==> config.mk <==
export PLATFORM = sky130hd
export DESIGN_NAME = uart_rx_fifo_interrupt_regs
export DESIGN_NICKNAME = d
export VERILOG_FILES = /design/src/urx_pkg.sv /design/src/urx_ram.sv /design/src/urx_core.sv /design/src/uart_rx_fifo_interrupt_regs.sv
export VERILOG_INCLUDE_DIRS = /design/src /design/src/src
export SDC_FILE = /design/constraint.sdc
export NUM_CORES = 2
export LEC_CHECK = 0
export BUFFER_PORTS_ARGS = -buffer_cell sky130_fd_sc_hd__buf_2
export CAP_MARGIN = 40
export CELL_PAD_IN_SITES_DETAIL_PLACEMENT = 1
export CELL_PAD_IN_SITES_GLOBAL_PLACEMENT = 1
export CORE_ASPECT_RATIO = 1.25
export CORE_MARGIN = 4
export CORE_UTILIZATION = 40
export DETAILED_ROUTE_END_ITERATION = 6
export PLACE_DENSITY = 0.62
export RECOVER_POWER = 50
export SLEW_MARGIN = 0
export SYNTH_ARGS = -nofsm -noshare
export SYNTH_HDL_FRONTEND = slang
export SYNTH_HIERARCHICAL = 1
export SYNTH_SLANG_ARGS = --single-unit
==> constraint.sdc <==
create_clock -name clk_i -period 10 [get_ports clk_i]
set_clock_uncertainty 0.1 [all_clocks]
set_input_delay 2 -clock clk_i [delete_from_list [all_inputs] [get_ports clk_i]]
set_output_delay 2 -clock clk_i [all_outputs]
set_load 0.03 [all_outputs]
==> src/uart_rx_fifo_interrupt_regs_defines.svh <==
`ifndef UART_RX_FIFO_INTERRUPT_REGS_DEFINES_SVH
`define UART_RX_FIFO_INTERRUPT_REGS_DEFINES_SVH

// property checked on every rising clock edge outside reset
`define URX_ASSERT(label, prop, msg) \
  label: assert property (@(posedge clk_i) disable iff (!rst_ni) prop) else $error(msg);

// property checked on every rising clock edge, reset included
`define URX_ASSERT_ALWAYS(label, prop, msg) \
  label: assert property (@(posedge clk_i) prop) else $error(msg);

`endif

==> src/urx_pkg.sv <==
package urx_pkg;

  localparam int unsigned URX_FIFO_DEPTH_DEFAULT = 128;

  localparam logic [8:0]  INT_MASK      = 9'h1ff;
  localparam int unsigned INT_RX_THR    = 0;
  localparam int unsigned INT_TX_DONE   = 1;
  localparam int unsigned INT_RX_FULL   = 4;
  localparam int unsigned CONF0_LOOP    = 14;
  localparam int unsigned CONF0_RX_RST  = 17;

  localparam logic [31:0] CLKDIV_RESET   = 32'h0000_02b6;
  localparam logic [31:0] AUTOBAUD_RESET = 32'h0000_1000;
  localparam logic [23:0] CONF0_RESET    = 24'h00_001c;
  localparam logic [31:0] CONF1_RESET    = 32'h0000_6060;
  localparam logic [31:0] PULSE_VALUE    = 32'h000f_ffff;
  localparam logic [31:0] DATE_VALUE     = 32'h0006_2000;
  localparam logic [31:0] ID_VALUE       = 32'h0000_0500;

  // word index = byte address / 4
  localparam logic [5:0] IDX_FIFO      = 6'd0;
  localparam logic [5:0] IDX_INT_RAW   = 6'd1;
  localparam logic [5:0] IDX_INT_ST    = 6'd2;
  localparam logic [5:0] IDX_INT_ENA   = 6'd3;
  localparam logic [5:0] IDX_INT_CLR   = 6'd4;
  localparam logic [5:0] IDX_CLKDIV    = 6'd5;
  localparam logic [5:0] IDX_AUTOBAUD  = 6'd6;
  localparam logic [5:0] IDX_STATUS    = 6'd7;
  localparam logic [5:0] IDX_CONF0     = 6'd8;
  localparam logic [5:0] IDX_CONF1     = 6'd9;
  localparam logic [5:0] IDX_LOWPULSE  = 6'd10;
  localparam logic [5:0] IDX_HIGHPULSE = 6'd11;
  localparam logic [5:0] IDX_RXD_CNT   = 6'd12;
  localparam logic [5:0] IDX_DATE      = 6'd30;
  localparam logic [5:0] IDX_ID        = 6'd31;

  typedef enum logic [1:0] {
    FUNC_READ  = 2'd0,
    FUNC_WRITE = 2'd1,
    FUNC_RX    = 2'd2,
    FUNC_NONE  = 2'd3
  } urx_func_e;

  typedef struct packed {
    urx_func_e   func;
    logic [7:0]  byte_addr;
    logic        word_access;
    logic [31:0] write_data;
    logic [7:0]  rx_byte;
  } urx_item_t;

  typedef struct packed {
    logic [31:0] read_data;
    logic        irq;
    logic        tx_valid;
    logic [7:0]  tx_byte;
  } urx_result_t;

endpackage

==> src/urx_ram.sv <==
module urx_ram #(
  parameter int unsigned DEPTH = 128,
  parameter int unsigned AW    = $clog2(DEPTH)
) (
  input  logic          clk_i,
  input  logic          rst_ni,
  input  logic          we_i,
  input  logic [AW-1:0] waddr_i,
  input  logic [7:0]    wdata_i,
  input  logic [AW-1:0] raddr_i,
  output logic [7:0]    rdata_o
);

  logic [7:0] mem [DEPTH];
  logic [7:0] rd_q;
  logic       byp_q;
  logic [7:0] byp_data_q;

  always_ff @(posedge clk_i) begin
    if (we_i) begin
      mem[waddr_i] <= wdata_i;
    end
    rd_q       <= mem[raddr_i];
    byp_data_q <= wdata_i;
  end

  // write to the address being read: hand the new byte through
  always_ff @(posedge clk_i or negedge rst_ni) begin
    if (!rst_ni) begin
      byp_q <= 1'b0;
    end else begin
      byp_q <= we_i && (waddr_i == raddr_i);
    end
  end

  assign rdata_o = byp_q ? byp_data_q : rd_q;

endmodule

==> src/urx_core.sv <==
`include "uart_rx_fifo_interrupt_regs_defines.svh"

module urx_core
  import urx_pkg::*;
#(
  parameter int unsigned FIFO_DEPTH = URX_FIFO_DEPTH_DEFAULT
) (
  input  logic        clk_i,
  input  logic        rst_ni,
  input  logic        process_i,
  input  urx_item_t   item_i,
  output urx_result_t result_o
);

  localparam int unsigned PW = $clog2(FIFO_DEPTH);
  localparam int unsigned TW = (PW > 7) ? PW : 7;
  localparam logic [PW:0]   DEPTH_W = (PW + 1)'(FIFO_DEPTH);
  localparam logic [PW-1:0] LAST_PTR = PW'(FIFO_DEPTH - 1);

  logic [PW-1:0] head_q, head_d, tail_q, tail_d;
  logic [8:0]    raw_q, raw_d, status_q, status_d, enable_q, enable_d;
  logic [31:0]   clkdiv_q, clkdiv_d, autobaud_q, autobaud_d, conf1_q, conf1_d;
  logic [23:0]   conf0_q, conf0_d;

  logic [PW-1:0] count_q, count_d;
  logic          room;
  logic          ok;
  logic [5:0]    idx;
  logic          push, pop, clear, rx_upd, st_upd;
  logic [7:0]    push_data;
  logic [7:0]    head_data;
  logic [31:0]   wd;

  function automatic logic [PW-1:0] ring_count(logic [PW-1:0] hd, logic [PW-1:0] tl);
    logic [PW:0] diff;
    if (tl >= hd) begin
      diff = {1'b0, tl} - {1'b0, hd};
    end else begin
      diff = {1'b0, tl} + DEPTH_W - {1'b0, hd};
    end
    return diff[PW-1:0];
  endfunction

  function automatic logic [PW-1:0] ring_next(logic [PW-1:0] p);
    return (p == LAST_PTR) ? '0 : p + PW'(1);
  endfunction

  urx_ram #(
    .DEPTH (FIFO_DEPTH),
    .AW    (PW)
  ) u_ram (
    .clk_i   (clk_i),
    .rst_ni  (rst_ni),
    .we_i    (push),
    .waddr_i (tail_q),
    .wdata_i (push_data),
    .raddr_i (head_d),
    .rdata_o (head_data)
  );

  assign count_q = ring_count(head_q, tail_q);
  assign count_d = ring_count(head_d, tail_d);
  assign room    = count_q != LAST_PTR;
  assign ok      = item_i.word_access && (item_i.byte_addr[1:0] == 2'b00);
  assign idx     = item_i.byte_addr[7:2];
  assign wd      = item_i.write_data;

  always_comb begin
    head_d     = head_q;
    tail_d     = tail_q;
    raw_d      = raw_q;
    status_d   = status_q;
    enable_d   = enable_q;
    clkdiv_d   = clkdiv_q;
    autobaud_d = autobaud_q;
    conf0_d    = conf0_q;
    conf1_d    = conf1_q;
    push       = 1'b0;
    pop        = 1'b0;
    clear      = 1'b0;
    rx_upd     = 1'b0;
    st_upd     = 1'b0;
    push_data  = item_i.rx_byte;
    result_o   = '0;

    if (process_i) begin
      case (item_i.func)
        FUNC_READ: begin
          if (ok) begin
            case (idx)
              IDX_FIFO: begin
                if (count_q != '0) begin
                  pop                = 1'b1;
                  rx_upd             = 1'b1;
                  result_o.read_data = {24'b0, head_data};
                end
              end
              IDX_INT_RAW:   result_o.read_data = {23'b0, raw_q};
              IDX_INT_ST:    result_o.read_data = {23'b0, status_q};
              IDX_INT_ENA:   result_o.read_data = {23'b0, enable_q};
              IDX_CLKDIV:    result_o.read_data = clkdiv_q;
              IDX_AUTOBAUD:  result_o.read_data = autobaud_q;
              IDX_STATUS:    result_o.read_data = 32'(count_q);
              IDX_CONF0:     result_o.read_data = {8'b0, conf0_q};
              IDX_CONF1:     result_o.read_data = conf1_q;
              IDX_LOWPULSE:  result_o.read_data = PULSE_VALUE;
              IDX_HIGHPULSE: result_o.read_data = PULSE_VALUE;
              IDX_DATE:      result_o.read_data = DATE_VALUE;
              IDX_ID:        result_o.read_data = ID_VALUE;
              default:       result_o.read_data = '0;
            endcase
          end
        end
        FUNC_WRITE: begin
          if (ok) begin
            case (idx)
              IDX_FIFO: begin
                if (conf0_q[CONF0_LOOP]) begin
                  // loopback: a push that finds the ring full changes nothing
                  push      = room;
                  rx_upd    = room;
                  push_data = wd[7:0];
                end else begin
                  result_o.tx_valid  = 1'b1;
                  result_o.tx_byte   = wd[7:0];
                  raw_d[INT_TX_DONE] = 1'b1;
                  st_upd             = 1'b1;
                end
              end
              IDX_INT_ENA: begin
                enable_d = wd[8:0];
                st_upd   = 1'b1;
              end
              IDX_INT_CLR: begin
                status_d = status_q & ~wd[8:0];
                st_upd   = 1'b1;
              end
              IDX_CLKDIV:   clkdiv_d   = wd;
              IDX_AUTOBAUD: autobaud_d = wd;
              IDX_CONF0: begin
                conf0_d = wd[23:0];
                if (wd[CONF0_RX_RST]) begin
                  clear  = 1'b1;
                  rx_upd = 1'b1;
                end
              end
              IDX_CONF1:    conf1_d    = wd;
              default: ;
            endcase
          end
        end
        FUNC_RX: begin
          push   = room;
          rx_upd = 1'b1;
        end
        default: ;
      endcase
    end

    if (clear) begin
      head_d = '0;
      tail_d = '0;
    end
    if (pop) begin
      head_d = ring_next(head_q);
    end
    if (push) begin
      tail_d = ring_next(tail_q);
    end

    if (rx_upd) begin
      raw_d[INT_RX_THR]  = TW'(count_d) >= TW'(conf1_q[6:0]);
      raw_d[INT_RX_FULL] = count_d == LAST_PTR;
      st_upd             = 1'b1;
    end
    if (st_upd) begin
      status_d = (status_d | raw_d) & INT_MASK;
    end

    result_o.irq = |(status_d & enable_d);
  end

  always_ff @(posedge clk_i or negedge rst_ni) begin
    if (!rst_ni) begin
      head_q     <= '0;
      tail_q     <= '0;
      raw_q      <= '0;
      status_q   <= '0;
      enable_q   <= '0;
      clkdiv_q   <= CLKDIV_RESET;
      autobaud_q <= AUTOBAUD_RESET;
      conf0_q    <= CONF0_RESET;
      conf1_q    <= CONF1_RESET;
    end else begin
      head_q     <= head_d;
      tail_q     <= tail_d;
      raw_q      <= raw_d;
      status_q   <= status_d;
      enable_q   <= enable_d;
      clkdiv_q   <= clkdiv_d;
      autobaud_q <= autobaud_d;
      conf0_q    <= conf0_d;
      conf1_q    <= conf1_d;
    end
  end

  `URX_ASSERT(a_ptr_range, (head_q <= LAST_PTR) && (tail_q <= LAST_PTR), "ring pointer out of range")
  `URX_ASSERT(a_no_pop_empty, pop |-> (count_q != '0), "pop from an empty ring")
  `URX_ASSERT(a_no_push_full, push |=> (count_q != '0) && (count_q == $past(count_q) + PW'(1) || $past(pop) || $past(clear)), "push lost or ring overrun")
  `URX_ASSERT(a_irq_level, process_i |=> ($past(result_o.irq) == |(status_q & enable_q)), "irq does not follow status and enable")
  `URX_ASSERT(a_tx_only_write, result_o.tx_valid |-> (process_i && item_i.func == FUNC_WRITE), "tx without a write")

endmodule

==> src/uart_rx_fifo_interrupt_regs.sv <==
// UART register block with a receive ring and interrupt bits. Each input word is a 32-bit
// register read, a register write, one byte from the serial line or a no-op (tuser
// selects which), and each gives exactly one result word with the read value, the irq
// level after it and any byte sent out. A word passes through the input register, then
// the register and ring update into the result register; one word is accepted every
// cycle while the result side keeps taking. The ring is a FIFO_DEPTH-entry memory with a
// registered read port that always holds the byte at the head for a pop to take; the ring
// holds up to FIFO_DEPTH-1 bytes. No clearing pass is needed after reset.
module uart_rx_fifo_interrupt_regs
  import urx_pkg::*;
#(
  parameter int unsigned FIFO_DEPTH = URX_FIFO_DEPTH_DEFAULT
) (
  input  logic        clk_i,
  input  logic        rst_ni,
  input  logic        s_axis_tvalid,
  output logic        s_axis_tready,
  // [7:0] byte_addr, [39:8] write_data, [47:40] rx_byte
  input  logic [47:0] s_axis_tdata,
  // [1:0] func, [2] word_access
  input  logic [2:0]  s_axis_tuser,
  output logic        m_axis_tvalid,
  input  logic        m_axis_tready,
  // [31:0] read_data, [32] irq, [40:33] tx_byte, [47:41] zero
  output logic [47:0] m_axis_tdata,
  // [0] tx_valid
  output logic        m_axis_tuser
);

  logic        in_valid_q;
  urx_item_t   in_item_q;
  logic        out_valid_q;
  urx_result_t out_res_q;
  urx_result_t res;
  logic        process;

  assign process       = in_valid_q && (!out_valid_q || m_axis_tready);
  assign s_axis_tready = !in_valid_q || process;

  always_ff @(posedge clk_i or negedge rst_ni) begin
    if (!rst_ni) begin
      in_valid_q  <= 1'b0;
      out_valid_q <= 1'b0;
    end else begin
      if (s_axis_tready) begin
        in_valid_q <= s_axis_tvalid;
      end
      if (process) begin
        out_valid_q <= 1'b1;
      end else if (m_axis_tready) begin
        out_valid_q <= 1'b0;
      end
    end
  end

  always_ff @(posedge clk_i) begin
    if (s_axis_tready && s_axis_tvalid) begin
      in_item_q.func        <= urx_func_e'(s_axis_tuser[1:0]);
      in_item_q.word_access <= s_axis_tuser[2];
      in_item_q.byte_addr   <= s_axis_tdata[7:0];
      in_item_q.write_data  <= s_axis_tdata[39:8];
      in_item_q.rx_byte     <= s_axis_tdata[47:40];
    end
    if (process) begin
      out_res_q <= res;
    end
  end

  urx_core #(
    .FIFO_DEPTH (FIFO_DEPTH)
  ) u_core (
    .clk_i     (clk_i),
    .rst_ni    (rst_ni),
    .process_i (process),
    .item_i    (in_item_q),
    .result_o  (res)
  );

  assign m_axis_tvalid = out_valid_q;
  assign m_axis_tdata  = {7'b0, out_res_q.tx_byte, out_res_q.irq, out_res_q.read_data};
  assign m_axis_tuser  = out_res_q.tx_valid;

endmodule
After elaboration in Yosys (flattened, before gate mapping). Memories as Yosys holds them, arrays and structs flattened. A register that Yosys moved wholly into a read port is not among the register bits. Cells that the tools add are included.

Register bits after elaboration: 259. Output and inout bits: 51. Memory bits (read-only): 0. Logic and storage cells: 146. Memories kept: 1. Latch bits: 0. Bits of input ports: 55. Memory bits (writable): 1024.

Multiplexer cells: 62. Bitwise gates (word level): 7. Reduce and logical (&&, ||, !) cells: 23. Order comparisons: 3. Add/subtract/negate cells: 8. Multiply operators: 0. Equality and inequality tests: 20. Shift-type cells: 0. Divide/modulo/power cells: 0.

Memories: u_core.u_ram.mem (depth 128, bits a word 8, read ports 1, clocked after Yosys merged registers in 1, wr ports 1, RTL line urx_ram.sv:14) `logic [7:0] mem [DEPTH];`.

Operators with widths (number): $pmux 32 s12 (1); $mux 9 (10); $mux 7 (8); $mux 8 (7); $mux 1 (32); $add 7x1->7 const B (4); $sub 7x7->7 (4); $eq 6x3->1 const B (4); $eq 6x4->1 const B (4); $eq 7x7->1 const B (3); $ge 7x7->1 (3); $and 9x9->9 (2); $reduce_and 4->1 (4); $eq 6x2->1 const B (2); $eq 6x5->1 const B (2); $not 9->9 (1); $or 9x5->9 (1); $reduce_or 9->1 (1); $eq 7x7->1 (1); $ne 7x7->1 const B (1); $reduce_bool 7->1 (1); $eq 6x1->1 const B (1); $logic_not 6->1 (1); $pmux 1 s2 (3); 13 further kinds (22).

Depth between registers and ports, before layout.
Word-level depth: 19. Depth in mapped cells: 28. Depth with buffers taken out: 26.

By module. The synthesis kept the hierarchy.

Modules (own cells, without submodules): urx_ram (area an instance 40029.6 µm², times used 1, cells an instance 1668, seq. area each 31094.8 µm²); urx_core (area an instance 8418.1 µm², times used 1, cells an instance 817, seq. area each 3896.2 µm²); uart_rx_fifo_interrupt_regs (area an instance 2952.8 µm², times used 1, cells an instance 109, seq. area each 2842.7 µm²).

Worst setup path before layout. OpenSTA, ideal clock, no wires.

Path type: input-to-reg. Start: input m_axis_tready. End: memory u_core.u_ram.mem[0][1], data pin. Arrival time: 9267 ps. Setup time: 1204 ps. Path slack: -571 ps. Stages on the path: 8. Data required time: 8696 ps. Buffers on the path: 3. Cells stage by stage: nand2b_1 and2_1 clkbuf_1 and2_0 clkbuf_1 nand3_1 clkbuf_1 o21ai_0.

Word-level cells in the longest chain between the ends: 3.

Ends and longest elaborated chain: start, declared (RTL line uart_rx_fifo_interrupt_regs.sv:23) `input logic m_axis_tready,`; $logic_or 1x1->1 (RTL line uart_rx_fifo_interrupt_regs.sv:37) `assign process = in_valid_q && (!out_valid_q || m_axis_tready);`; $logic_and 1x1->1 (RTL line uart_rx_fifo_interrupt_regs.sv:37); named net process (RTL line uart_rx_fifo_interrupt_regs.sv:35) `logic process;`; $mux 8 (RTL line urx_core.sv:86) `if (process_i) begin`; named net u_core.push_data[1] (RTL line urx_core.sv:30) `logic [7:0] push_data;`; end, declared (RTL line urx_ram.sv:14).

The timed path passes the listed nets, and every way through them passes these cells.

==> results.toml <==
[floorplan]
boundaryPins = 106
core.rowCount = 146
dieHeight_um = 409
initial_core_util = 0.404
core_um2 = 127000
die_x_um = 329
die_area_um2 = 134000

[clock_network]
clock_sinks = 1291
post_cts_buffers = 0
hold_buffers = 0
htree_levels = 4
clk_latency_ns = 0.76
tritoncts = "done"
clock_path_buffers = 3
cts-buffers-inserted = 130
clkTransAtPathRegs_ns = 0.07
cts_resized = 0
ctsRootBufferMaster = "clkbuf_16"

[worst_setup_path]
slowest_delay_ns = 1.11
cpMaxStageDelayCell = "o211ai_1"
path_cells = "fa_1, a211oi_2, o21bai_2, xnor2_1, or4_4, o211ai_1, and2_0, mux2_8, buf_16, ha_1, nor2b_1, o21ai_0, a21oi_1, or4_1, o311ai_0, a21oi_1, ha_1, and2_1, a2111o_1, a31o_1, nand4_1, o211ai_1"
cp.required_ns = 10.38
cp-start-kind = "register"
cp_max_fo = 66
cp.arrival_ns = 8.15
r2r-start = "u_core/tail_q[1]$_DFF_PN0_"
crit_type = "reg2reg"
rrSetupSlack_ns = 2.23
crit_path_start = "u_core/tail_q[1]$_DFF_PN0_"
endpoint_kind = "register"
r2r_cells = 22
rr_endpoint = "m_axis_tdata[32]$_DFFE_PP_"

[flow_run]
cap_violations = 14

[global_routing]
grt_use_total = 0.204
grt_antenna_before_repair = 6
grt_pass1_vias = 28500
grt_pass1_wl_mm = 201
grt_remaining_overflow = 0
grt_max_degree = 139

[power_and_ir_drop]
powerDensity_nw_per_um2 = 193
vdd_ir_drop_max_mv = 0.152
leakagePower_nw = 18.9

[sta]
rsz0062_at_grt = "no"
slew_headroom = -2.12
timing.final.crit_period_ns = 7.77
slew_viol_final = 651
finalHoldViolCount = 0
fin_crit_sh = 0.777
tightest_slew_ns = 4.68
fmax_mhz = 129
worst_slack_ns = 2.23
finalSetupViolations = 0
final.setup.tns_ns = 0

[synth]
yosys.area.top_type = "edfxtp_1"
syn_inst = 2594
synth_edf_count = 1117
synth_async_sr_flop_share = 0.122
synth_seq_cells = 1291
netlist_area_um2 = 51400
synth_top_area_share = 0.653
synthFlopType = "edfxtp_1"
ys_seq_area_frac = 0.736
synth_area_per_cell_um2 = 19.8
synth_area_leaders = "edfxtp_1 65%, mux4_2 15%, dfrtp_1 7.0%"
ys_warn_count = 6
synth_cell_types = 75

[cells_and_area]
final_common_cell = "edfxtp_1"
fin_nets = 2896
layout_common_cells = "1117 x edfxtp_1, 336 x mux4_2, 161 x nor2_1, 144 x dfrtp_1, 133 x clkbuf_16"
drive_gt1_frac = 0.281
area_delta_synth_final_pct = 14.0

[detailed_routing]
drc_errors = 0
via_per_inst = 5.66
ant_nets = 0
drtPass1Iterations = 6
drtIter0Drc = 2492
wl_per_cell_um = 29.4
drt_wl_total_mm = 136
via_count = 26100

[worst_hold_path]
whs_path_depth = 2
hold_start = "u_core/clkdiv_q[8]$_DFFE_PN0P_"
worstHoldEndpoint = "u_core/clkdiv_q[8]$_DFFE_PN0P_"
hp-class = "reg2reg"

[run_status]
violations = "capacitance limit, slew limit"
status = "complete, but fails checks"

[place]
gp_congestion = 0.833
hpwl_mm = 87.8
pre_cts_ws_ns = 2.32
io_buffers = 98
==> cell families after synthesis <==
family / after synthesis / synth area share
buffers and inverters: 187 / 0.0155
and+or+nand+nor: 383 / 0.0341
AOI/OAI and AO/OA: 232 / 0.0310
adders and majority gates: 29 / 0.00735
xor gates and xnor gates: 15 / 0.00256
DFF: 1291 / 0.736
muxes: 456 / 0.173
other: 1 / 0.0000730
==> sequential cells by signal, summed over array words and instances, names as in the netlist, 3 cells and up <==
signal                   count
u_core/u_ram/mem          1024
in_item_q                   51
m_axis_tdata                41
u_core/autobaud_q           32
u_core/clkdiv_q             32
u_core/conf1_q              32
u_core/conf0_q              24
u_core/enable_q              9
u_core/status_q              9
u_core/u_ram/byp_data_q      8
u_core/u_ram/rd_q            8
u_core/head_q                7
u_core/tail_q                7
u_core/raw_q                 3
==> cell type report <==
type / instances / area (µm²)
Antenna cell: 2 / 5.00
Clock inverter: 78 / 709
Timing Repair Buffer: 223 / 1500
Multi-Input combinational cell: 1122 / 12800
Sequential cell: 1291 / 37800
Inverter: 44 / 168
Clock buffer: 155 / 3440
Fill cell: 11900 / 68500
Tap cell: 1702 / 2130
==> worst max-delay path: cells and delay by family, from the launching register on <==
| family | cells | cell delay, ns |
|---|---|---|
| DFF | 1 | 0.65 |
| adders and majority gates | 3 | 1.18 |
| buffers and inverters | 1 | 0.40 |
| muxes | 1 | 0.29 |
| and+or+nand+nor | 6 | 1.75 |
| xor gates and xnor gates | 1 | 0.13 |
| AOI/OAI and AO/OA | 10 | 2.93 |
==> how the worst max path moves through the flow <==
stage | end | slack (ns) | depth (start not counted)
2_1_floorplan | u_core/u_ram/mem[0][1]$_DFFE_PP_ | -0.57 | 8
3_3_place_gp | m_axis_tdata[32]$_DFFE_PP_ | 2.35 | 19
3_5_place_dp | m_axis_tdata[32]$_DFFE_PP_ | 2.32 | 20
4_1_cts | m_axis_tdata[32]$_DFFE_PP_ | 3.02 | 22
5_1_grt | m_axis_tdata[32]$_DFFE_PP_ | 1.63 | 22
6_report | m_axis_tdata[32]$_DFFE_PP_ | 2.23 | 22
==> stage by stage <==
stage                     utilization  instances  hold slack (ns)  area, µm²  total power [W]
final                           0.461       4617            0.381      58600           0.0113
after global routing            0.461       4615            0.407      58600           0.0117
after CTS                       0.463       4611            0.386      58900           0.0114
after detailed placement        0.431       4378            0.371      54800          0.00662
after global placement          0.425       4308            0.361      54000          0.00660
after floorplan                     -       2600            0.346      51400          0.00642
==> report_power, final <==
part           switching [W]  internal, W
registers          0.0000528      0.00592
logic               0.000364     0.000162
clock network        0.00206      0.00273
total                0.00248      0.00881
==> metal layers <==
| layer | up-vias | GRT usage | wire length [µm] |
|---|---|---|---|
| li1 | 11000 | - | - |
| met1 | 14100 | 0.264 | 54500 |
| met2 | 784 | 0.352 | 70300 |
| met3 | 193 | 0.0404 | 7240 |
| met4 | 2 | 0.0567 | 3710 |
| met5 | - | 0 | 13 |
==> cells in the mapped netlist (12+ instances only) <==
cell type	count
a21oi_1	55
a222oi_1	29
buf_1	13
buf_2	23
clkbuf_1	93
dfrtp_1	144
dfstp_2	14
dfxtp_1	16
edfxtp_1	1117
ha_1	27
inv_1	44
mux2_2	113
mux4_2	336
nand2_1	93
nand2b_1	14
nand3_1	25
nand4_1	12
nor2_1	164
nor2b_1	12
nor3_1	20
o21ai_0	66
Note: power is estimated with default switching activity, not from simulation.
